[src/rtl/donchian_channel_assert.svh]
// Assertion macros for the Donchian channel block.
// Needs clk and arst_n in the scope where a macro is used.
`ifndef DONCHIAN_CHANNEL_ASSERT_SVH
`define DONCHIAN_CHANNEL_ASSERT_SVH

// Property that holds at every clock edge outside reset.
`define DCH_ASSERT(lbl, prop, msg) \
	lbl: assert property (@(posedge clk) disable iff (!arst_n) (prop)) else $error(msg);

// Property whose consequence is checked in the cycle after the trigger.
`define DCH_ASSERT_NEXT(lbl, pre, post, msg) \
	lbl: assert property (@(posedge clk) disable iff (!arst_n) (pre) |=> (post)) \
		else $error(msg);

`endif

[src/rtl/dch_pkg.sv]
// Shared types, step addresses and control store for the Donchian channel.
// Depends on nothing; used by the sequencer, the datapath and the top level.
`default_nettype none

package dch_pkg;

	localparam int PERIOD_W = 7;
	localparam logic [PERIOD_W-1:0] PERIOD_RESET = 7'd20;

	localparam int STEP_W = 3;
	localparam logic [STEP_W-1:0] STEP_IDLE  = 3'd0;
	localparam logic [STEP_W-1:0] STEP_STORE = 3'd1;
	localparam logic [STEP_W-1:0] STEP_TEST  = 3'd2;
	localparam logic [STEP_W-1:0] STEP_SCAN  = 3'd3;
	localparam logic [STEP_W-1:0] STEP_DONE  = 3'd4;
	localparam logic [STEP_W-1:0] STEP_EMPTY = 3'd5;

	typedef enum logic [2:0] {
		COND_ALWAYS,
		COND_ACCEPT,
		COND_SHORT,
		COND_SCAN,
		COND_OUT_FREE
	} cond_t;

	// Datapath operations of one step
	typedef struct packed {
		logic take;       // ready for a request, latch the bar
		logic store;      // write the bar; on append, advance pointer and fill count
		logic init;       // set up the scan
		logic scan;       // issue a read and fold the previous one
		logic load_band;  // load result register with the bands
		logic load_zero;  // load result register with an empty result
	} ctrl_t;

	typedef struct packed {
		logic shortfall;  // fewer bars held than the window
		logic scan_busy;  // reads outstanding or still to issue
		logic out_free;   // result register can take a new result
	} status_t;

	typedef struct packed {
		cond_t               cond;
		logic [STEP_W-1:0]   jt;
		logic [STEP_W-1:0]   jf;
		ctrl_t               op;
	} uword_t;

	localparam ctrl_t OP_NONE = '0;

	function automatic uword_t ucode_rom(input logic [STEP_W-1:0] addr);
		uword_t w;
		w = '{cond: COND_ALWAYS, jt: STEP_IDLE, jf: STEP_IDLE, op: OP_NONE};
		case (addr)
			STEP_IDLE: begin
				w.cond = COND_ACCEPT; w.jt = STEP_STORE; w.jf = STEP_IDLE;
				w.op.take = 1'b1;
			end
			STEP_STORE: begin
				w.cond = COND_ALWAYS; w.jt = STEP_TEST; w.jf = STEP_TEST;
				w.op.store = 1'b1;
			end
			STEP_TEST: begin
				w.cond = COND_SHORT; w.jt = STEP_EMPTY; w.jf = STEP_SCAN;
				w.op.init = 1'b1;
			end
			STEP_SCAN: begin
				w.cond = COND_SCAN; w.jt = STEP_SCAN; w.jf = STEP_DONE;
				w.op.scan = 1'b1;
			end
			STEP_DONE: begin
				w.cond = COND_OUT_FREE; w.jt = STEP_IDLE; w.jf = STEP_DONE;
				w.op.load_band = 1'b1;
			end
			STEP_EMPTY: begin
				w.cond = COND_OUT_FREE; w.jt = STEP_IDLE; w.jf = STEP_EMPTY;
				w.op.load_zero = 1'b1;
			end
			default: begin
				w.cond = COND_ALWAYS; w.jt = STEP_IDLE; w.jf = STEP_IDLE;
			end
		endcase
		return w;
	endfunction

endpackage

`default_nettype wire

[src/rtl/dch_ram.sv]
// Generic single-write, single-read RAM with registered read data.
// Depends on nothing.
`default_nettype none

module dch_ram #(
	parameter int WIDTH = 64,
	parameter int DEPTH = 64
) (
	input  wire logic                     clk,
	input  wire logic                     we,
	input  wire logic [$clog2(DEPTH)-1:0] waddr,
	input  wire logic [WIDTH-1:0]         wdata,
	input  wire logic                     re,
	input  wire logic [$clog2(DEPTH)-1:0] raddr,
	output logic      [WIDTH-1:0]         rdata
);

	logic [WIDTH-1:0] mem [DEPTH];

	always_ff @(posedge clk) begin
		if (we) begin
			mem[waddr] <= wdata;
		end
		if (re) begin
			rdata <= mem[raddr];
		end
	end

endmodule

`default_nettype wire

[src/rtl/dch_seq.sv]
// Microcode sequencer: step counter, control store lookup and branch logic.
// Depends on dch_pkg.
`default_nettype none

module dch_seq
	import dch_pkg::*;
(
	input  wire logic    clk,
	input  wire logic    arst_n,
	input  wire logic    in_valid,
	input  wire status_t status,
	output ctrl_t        ctrl
);

	logic [STEP_W-1:0] upc_q;
	uword_t            word;
	logic              cond_met;

	assign word = ucode_rom(upc_q);
	assign ctrl = word.op;

	always_comb begin
		case (word.cond)
			COND_ALWAYS:   cond_met = 1'b1;
			COND_ACCEPT:   cond_met = in_valid;
			COND_SHORT:    cond_met = status.shortfall;
			COND_SCAN:     cond_met = status.scan_busy;
			COND_OUT_FREE: cond_met = status.out_free;
			default:       cond_met = 1'b1;
		endcase
	end

	always_ff @(posedge clk or negedge arst_n) begin
		if (!arst_n) begin
			upc_q <= STEP_IDLE;
		end else begin
			upc_q <= cond_met ? word.jt : word.jf;
		end
	end

endmodule

`default_nettype wire

[src/rtl/dch_dpath.sv]
// Datapath: bar latch, ring pointers, scan accumulators and result register.
// Depends on dch_pkg and dch_ram; driven by the control word from dch_seq.
`default_nettype none

module dch_dpath
	import dch_pkg::*;
#(
	parameter int MAX_PERIOD = 64,
	parameter int PRICE_BITS = 32
) (
	input  wire logic                  clk,
	input  wire logic                  arst_n,
	input  wire ctrl_t                 ctrl,
	output status_t                    status,
	input  wire logic                  in_valid,
	input  wire logic [PRICE_BITS-1:0] bar_high,
	input  wire logic [PRICE_BITS-1:0] bar_low,
	input  wire logic                  replace_last,
	input  wire logic                  cfg_we,
	input  wire logic [PERIOD_W-1:0]   cfg_wdata,
	output logic                       out_valid,
	input  wire logic                  out_ready,
	output logic      [PRICE_BITS-1:0] upper_band,
	output logic      [PRICE_BITS-1:0] lower_band,
	output logic                       band_valid
);

	localparam int PW = $clog2(MAX_PERIOD);
	localparam int CW = $clog2(MAX_PERIOD + 1);
	localparam logic [PW-1:0] LAST_SLOT = PW'(MAX_PERIOD - 1);
	localparam logic [CW-1:0] FULL = CW'(MAX_PERIOD);

	logic [PERIOD_W-1:0]   period_q;
	logic [PRICE_BITS-1:0] high_q, low_q;
	logic                  replace_q;
	logic [PW-1:0]         wp_q, rd_ptr_q;
	logic [CW-1:0]         fill_q, remain_q, p_eff;
	logic                  pend_q;
	logic [PRICE_BITS-1:0] top_q, bottom_q;

	logic [PW-1:0]           wr_slot, wp_prev, wp_next, rd_prev;
	logic                    append, issue;
	logic [2*PRICE_BITS-1:0] rd_data;
	logic [PRICE_BITS-1:0]   rd_high, rd_low;

	// Window length: zero means one bar, clamp at the store depth
	always_comb begin
		if (period_q == '0) begin
			p_eff = CW'(1);
		end else if (int'(period_q) > MAX_PERIOD) begin
			p_eff = FULL;
		end else begin
			p_eff = CW'(period_q);
		end
	end

	assign wp_prev = (wp_q == '0) ? LAST_SLOT : wp_q - PW'(1);
	assign wp_next = (wp_q == LAST_SLOT) ? '0 : wp_q + PW'(1);
	assign rd_prev = (rd_ptr_q == '0) ? LAST_SLOT : rd_ptr_q - PW'(1);
	assign append  = !(replace_q && fill_q != '0);
	assign wr_slot = append ? wp_q : wp_prev;
	assign issue   = ctrl.scan && remain_q != '0;

	assign rd_high = rd_data[2*PRICE_BITS-1:PRICE_BITS];
	assign rd_low  = rd_data[PRICE_BITS-1:0];

	assign status.shortfall = fill_q < p_eff;
	assign status.scan_busy = remain_q != '0 || pend_q;
	assign status.out_free  = !out_valid || out_ready;

	dch_ram #(
		.WIDTH(2 * PRICE_BITS),
		.DEPTH(MAX_PERIOD)
	) u_bars (
		.clk  (clk),
		.we   (ctrl.store),
		.waddr(wr_slot),
		.wdata({high_q, low_q}),
		.re   (issue),
		.raddr(rd_prev),
		.rdata(rd_data)
	);

	// Control state
	always_ff @(posedge clk or negedge arst_n) begin
		if (!arst_n) begin
			period_q  <= PERIOD_RESET;
			wp_q      <= '0;
			fill_q    <= '0;
			remain_q  <= '0;
			pend_q    <= 1'b0;
			out_valid <= 1'b0;
		end else begin
			if (cfg_we) begin
				period_q <= cfg_wdata;
			end
			if (ctrl.store && append) begin
				wp_q <= wp_next;
				if (fill_q != FULL) begin
					fill_q <= fill_q + CW'(1);
				end
			end
			if (ctrl.init) begin
				// no reads when the window is not yet filled
				remain_q <= status.shortfall ? '0 : p_eff;
				pend_q   <= 1'b0;
			end else if (ctrl.scan) begin
				pend_q <= issue;
				if (issue) begin
					remain_q <= remain_q - CW'(1);
				end
			end
			if ((ctrl.load_band || ctrl.load_zero) && status.out_free) begin
				out_valid <= 1'b1;
			end else if (out_ready) begin
				out_valid <= 1'b0;
			end
		end
	end

	// Payload
	always_ff @(posedge clk) begin
		if (ctrl.take && in_valid) begin
			high_q    <= bar_high;
			low_q     <= bar_low;
			replace_q <= replace_last;
		end
		if (ctrl.init) begin
			rd_ptr_q <= wp_q;
			top_q    <= '0;
			bottom_q <= '1;
		end else if (ctrl.scan) begin
			if (issue) begin
				rd_ptr_q <= rd_prev;
			end
			// fold the word read in the previous cycle
			if (pend_q) begin
				if (rd_high > top_q) begin
					top_q <= rd_high;
				end
				if (rd_low < bottom_q) begin
					bottom_q <= rd_low;
				end
			end
		end
		if (status.out_free) begin
			if (ctrl.load_band) begin
				upper_band <= top_q;
				lower_band <= bottom_q;
				band_valid <= 1'b1;
			end else if (ctrl.load_zero) begin
				upper_band <= '0;
				lower_band <= '0;
				band_valid <= 1'b0;
			end
		end
	end

endmodule

`default_nettype wire

[src/rtl/donchian_channel.sv]
// Donchian channel: highest high and lowest low over the newest bars.
// Input channel in_valid/in_ready carries one bar (bar_high, bar_low,
// replace_last); output channel out_valid/out_ready carries one result
// (upper_band, lower_band, band_valid) for every request taken.
// cfg_we/cfg_wdata write the window length (period) at any clock edge;
// write it only while the block is idle.
// A request is taken only while the sequencer sits in its idle step. The
// bar is written to the ring store, then the store is read once per cycle
// from the newest bar backwards, one read port, one word per period bar.
// From accept, a bar passes the store, test and scan steps to the done step
// once the window is filled, and the store and test steps to the empty step
// while fewer than period bars are held. The next request is taken the cycle
// after the result is loaded; no bar is taken while the last is in work.
// The result register parts the two sides: a request may be taken while the
// previous result waits; if the receiver stalls, the sequencer holds in its
// final step until the result register is free.
// Reset clears the pointer, fill count and sequencer and sets period to 20;
// the ring store needs no clearing as only written entries are read.
`default_nettype none

`include "donchian_channel_assert.svh"

module donchian_channel
	import dch_pkg::*;
#(
	parameter int MAX_PERIOD = 64,
	parameter int PRICE_BITS = 32
) (
	input  wire logic                  clk,
	input  wire logic                  arst_n,
	input  wire logic                  in_valid,
	output logic                       in_ready,
	input  wire logic [PRICE_BITS-1:0] bar_high,
	input  wire logic [PRICE_BITS-1:0] bar_low,
	input  wire logic                  replace_last,
	output logic                       out_valid,
	input  wire logic                  out_ready,
	output logic      [PRICE_BITS-1:0] upper_band,
	output logic      [PRICE_BITS-1:0] lower_band,
	output logic                       band_valid,
	input  wire logic                  cfg_we,
	input  wire logic [PERIOD_W-1:0]   cfg_wdata
);

	ctrl_t   ctrl;
	status_t status;

	assign in_ready = ctrl.take;

	dch_seq u_seq (
		.clk     (clk),
		.arst_n  (arst_n),
		.in_valid(in_valid),
		.status  (status),
		.ctrl    (ctrl)
	);

	dch_dpath #(
		.MAX_PERIOD(MAX_PERIOD),
		.PRICE_BITS(PRICE_BITS)
	) u_dpath (
		.clk         (clk),
		.arst_n      (arst_n),
		.ctrl        (ctrl),
		.status      (status),
		.in_valid    (in_valid),
		.bar_high    (bar_high),
		.bar_low     (bar_low),
		.replace_last(replace_last),
		.cfg_we      (cfg_we),
		.cfg_wdata   (cfg_wdata),
		.out_valid   (out_valid),
		.out_ready   (out_ready),
		.upper_band  (upper_band),
		.lower_band  (lower_band),
		.band_valid  (band_valid)
	);

	`DCH_ASSERT(a_empty_bands_zero, !(out_valid && !band_valid) || (upper_band == '0 && lower_band == '0), "bands not zero on an empty result")
	`DCH_ASSERT_NEXT(a_busy_after_take, in_valid && in_ready, !in_ready, "request taken while a bar is in work")
	`DCH_ASSERT(a_no_take_in_scan, !status.scan_busy || !in_ready, "ready raised during the store scan")

endmodule

`default_nettype wire
[config.mk]
export PLATFORM = sky130hd
export DESIGN_NAME = donchian_channel
export DESIGN_NICKNAME = d
export VERILOG_FILES = /design/src/rtl/dch_pkg.sv /design/src/rtl/dch_ram.sv /design/src/rtl/dch_seq.sv /design/src/rtl/dch_dpath.sv /design/src/rtl/donchian_channel.sv
export VERILOG_INCLUDE_DIRS = /design/src /design/src/rtl
export SDC_FILE = /design/constraint.sdc
export NUM_CORES = 2
export LEC_CHECK = 0
export BUFFER_PORTS_ARGS = -buffer_cell sky130_fd_sc_hd__buf_2
export CAP_MARGIN = 20
export CORE_ASPECT_RATIO = 0.9
export CORE_UTILIZATION = 60
export CTS_CLUSTER_SIZE = 14
export DETAILED_ROUTE_END_ITERATION = 16
export PLACE_DENSITY_LB_ADDON = 0.08
export RECOVER_POWER = 25
export SLEW_MARGIN = 5
export SYNTH_ARGS = -nofsm -noshare
export SYNTH_HDL_FRONTEND = slang
export SYNTH_SLANG_ARGS = --single-unit
[constraint.sdc]
create_clock -name clk -period 5.82 [get_ports clk]
set_input_delay 1.164 -clock clk [delete_from_list [all_inputs] [get_ports clk]]
set_output_delay 1.164 -clock clk [all_outputs]
set_load 0.1 [all_outputs]
==> results.yml <==
timing:
  finalHoldViolations: 0
  period_needed_ns: 4.56
  slew_violations: 2958
  setup_viol: 0
  rsz0062_at_grt: "false"
  worst_hold_slack_ns: 0.406
  timing.fmax_mhz: 220
  finalSetupTns_ns: 0
  worst_pin_slew_ns: 3.08
  timing.final.ws_setup_ns: 1.26
  fin_crit_sh: 0.783
  fin_skew_ns: 0.0585
  maxSlewHeadroom: -1.05
synth:
  netlist_area_mm2: 0.167
  synth.distinct_cells: 63
  yosysMostFrequentCell: "edfxtp_1"
  synth_edf_count: 4296
  synthTopCellsByArea: "edfxtp_1 (77%), mux4_2 (14%), a22oi_1 (1.4%)"
  yosys-top-cells-count: "edfxtp_1 (4296), mux4_2 (1024), a22oi_1 (321), clkbuf_1 (182), nand2_1 (172)"
  synthArstFlopShare: 0.00729
  yosys.area.top_type: "edfxtp_1"
  avgSynthCellArea_um2: 22.6
  synth_cells: 7378
  synth_top_area_frac: 0.774
  synth_nets: 7532
  ys_seq_area_frac: 0.786
  yosysWarnings: 0
  synthFlopType: "edfxtp_1"
  ys_seq_elements: 4392
cts:
  clock_latency_ns: 0.93
  h-tree-depth: 5
  clock-sinks: 4392
  cts_inserted_buffers: 426
  post-cts-setup-buffer-count: 0
  ctsHoldBuffers: 0
  cts_tree: "built"
  root_buffer: "clkbuf_16"
  clkTransAtPathRegs_ns: 0.06
  max-clock-path-buffers: 4
  post_cts_resized: 0
min_path:
  hp-class: "in -> reg"
  min_to: "u_dpath.low_q[4]"
  hold_depth: 1
  min_from: "bar_low[4]"
global_routing:
  gr-total-overflow: 0
  antenna_found_initial: 17
  grt_pass1_vias: 82199
  grt_max_degree: 99
  grt_pass1_wl_um: 637000
  grtUsageTotal: 0.331
cells_and_area:
  final_util: 0.681
  final_nets: 8027
  stdcell_count: 11934
  drive_above_1_share: 0.266
  area_growth_pct: 12.8
  final_area_mm2: 0.188
drt:
  wl_met1_um: 176000
  wl_met2_um: 211000
  ant_nets: 0
  avgViaCountPerCell: 7.05
  highest_layer: "met5"
  dr.first_iter.drc_count: 12797
  drtPass1Iterations: 6
  dr_wl_met3_um: 52700
  wl_um: 458000
  num_vias: 84194
  remaining_drc_errors: 0
  wl_per_cell_um: 38.4
die:
  dieWidth_um: 558
  io_pins: 144
  start_util: 0.603
  die_y_um: 502
  core_mm2: 0.276
  rows: 183
  dieArea_mm2: 0.280
setup_path:
  r2r_end: "u_dpath.u_bars.mem[31][11]"
  cp.arrival_ns: 5.13
  timing.rr.start: "u_dpath.fill_q[0]"
  critPathSlowestCell: "nor2_4"
  endpoint_kind: "flip-flop"
  critPathMaxStageDelay_ns: 0.88
  r2r_slack_ns: 1.26
  crit_chain: "inv_1 -> ha_1 -> or4b_1 -> o31a_1 -> nand3_1 -> o21ai_1 -> nor2_1 -> nand2b_1 -> nor2_4 -> buf_12 -> buf_12"
  worstSetupStartpointType: "flip-flop"
  critPathKind: "reg -> reg"
  reg2reg_depth: 11
  cp_max_fo: 24
  critical_path_required_ns: 6.40
  path_common_cell: "buf_12"
status:
  status: "finished with violations"
  violations: "max-capacitance violations, max-slew violations"
placement:
  place.gp.congestion: 0.859
  post-place-ws_ns: 1.35
  hpwlAfterDp_um: 249000
  numPortBuffers: 143
  dp_cells: 11143
  place_area_mm2: 0.175
pwr:
  total_power_mw: 102
  power_density_mw_per_mm2: 543
  irDropWorstVdd_mv: 0.723
  p_leak_nw: 59.7
job:
  cap_viol_max_count: 46
## layout make-up
type	instances	area (um^2)
Timing Repair Buffer	487	4470
Tap cell	3700	4630
Fill cell	17133	88200
Clock buffer	526	11200
Inverter	82	308
Sequential cell	4392	131000
Antenna cell	11	27.5
Clock inverter	252	2530
Multi-Input combinational cell	2484	33800
## flip-flops by register name (all words and copies together) (netlist names)
name,count
u_dpath.u_bars.mem,4096
u_dpath.u_bars.rdata,64
u_dpath.bottom_q,32
u_dpath.high_q,32
u_dpath.low_q,32
u_dpath.lower_band,32
u_dpath.top_q,32
u_dpath.upper_band,32
u_dpath.fill_q,7
u_dpath.period_q,7
u_dpath.remain_q,7
u_dpath.rd_ptr_q,6
u_dpath.wp_q,6
u_seq.upc_q,3
u_dpath.band_valid,1
u_dpath.out_valid,1
u_dpath.pend_q,1
u_dpath.replace_q,1
## layer usage
metal	GRT usage	up-vias
li1	-	32649
met1	0.485	45179
met2	0.498	5589
met3	0.0718	775
met4	0.120	2
met5	0	-
## power by group
| part | switching [mW] | leakage (nW) | internal [mW] |
|---|---|---|---|
| combinational | 22.2 | 13.4 | 13.6 |
| sequential | 0.939 | 39.6 | 38.1 |
| clock | 11.6 | 6.74 | 15.8 |
| total | 34.7 | 59.7 | 67.5 |
## critical path, delay by kind of cell (launching register included)
kind            cells  cell delay (ns)
simple gates        5             2.35
compound gates      2             0.50
flops               1             0.46
fa+ha+maj           1             0.15
buf+inv             3             0.74
## how the worst max path moves through the flow
stage / start / to / slack [ns]
floorplan: u_dpath.fill_q[0] / u_dpath.u_bars.mem[22][0] / 0.45
global placement: u_dpath.fill_q[0] / u_dpath.u_bars.mem[15][26] / 1.28
detailed placement: u_dpath.fill_q[0] / u_dpath.u_bars.mem[31][13] / 1.35
CTS: u_dpath.fill_q[0] / u_dpath.u_bars.mem[31][11] / 1.32
global route: u_dpath.rd_ptr_q[0] / u_dpath.u_bars.rdata[15] / 1.12
finish: u_dpath.fill_q[0] / u_dpath.u_bars.mem[31][11] / 1.26
## layout by cell type, fill, tap and decap left out, types with 29 or more instances in the layout
cell and count:
edfxtp_1 4296, mux4_2 1024, clkbuf_16 433, a22oi_1 321
buf_4 190, nand2_1 169, clkbuf_1 144, buf_2 133
a221oi_1 127, a22o_1 127, buf_12 105, nor3_1 104
clkinv_1 100, inv_1 81, clkinv_2 81, ha_1 77
nor2_4 67, a21oi_1 66, nor2_1 64, dfxtp_1 64
o221ai_1 63, bufinv_16 47, mux2_2 37, a21o_1 31
o21ai_0 29, o21ai_1 29, dfrtp_1 29
## logic make-up after synthesis
logic type / after synthesis / synth area share
DFF: 4392 / 0.786
muxes: 1065 / 0.141
AOI/OAI and AO/OA: 838 / 0.0384
buffers and inverters: 502 / 0.0147
and+or+nand+nor: 491 / 0.0131
adders and majority gates: 77 / 0.00578
xor gates and xnor gates: 13 / 0.000683
(Power assumes the default switching activity.)
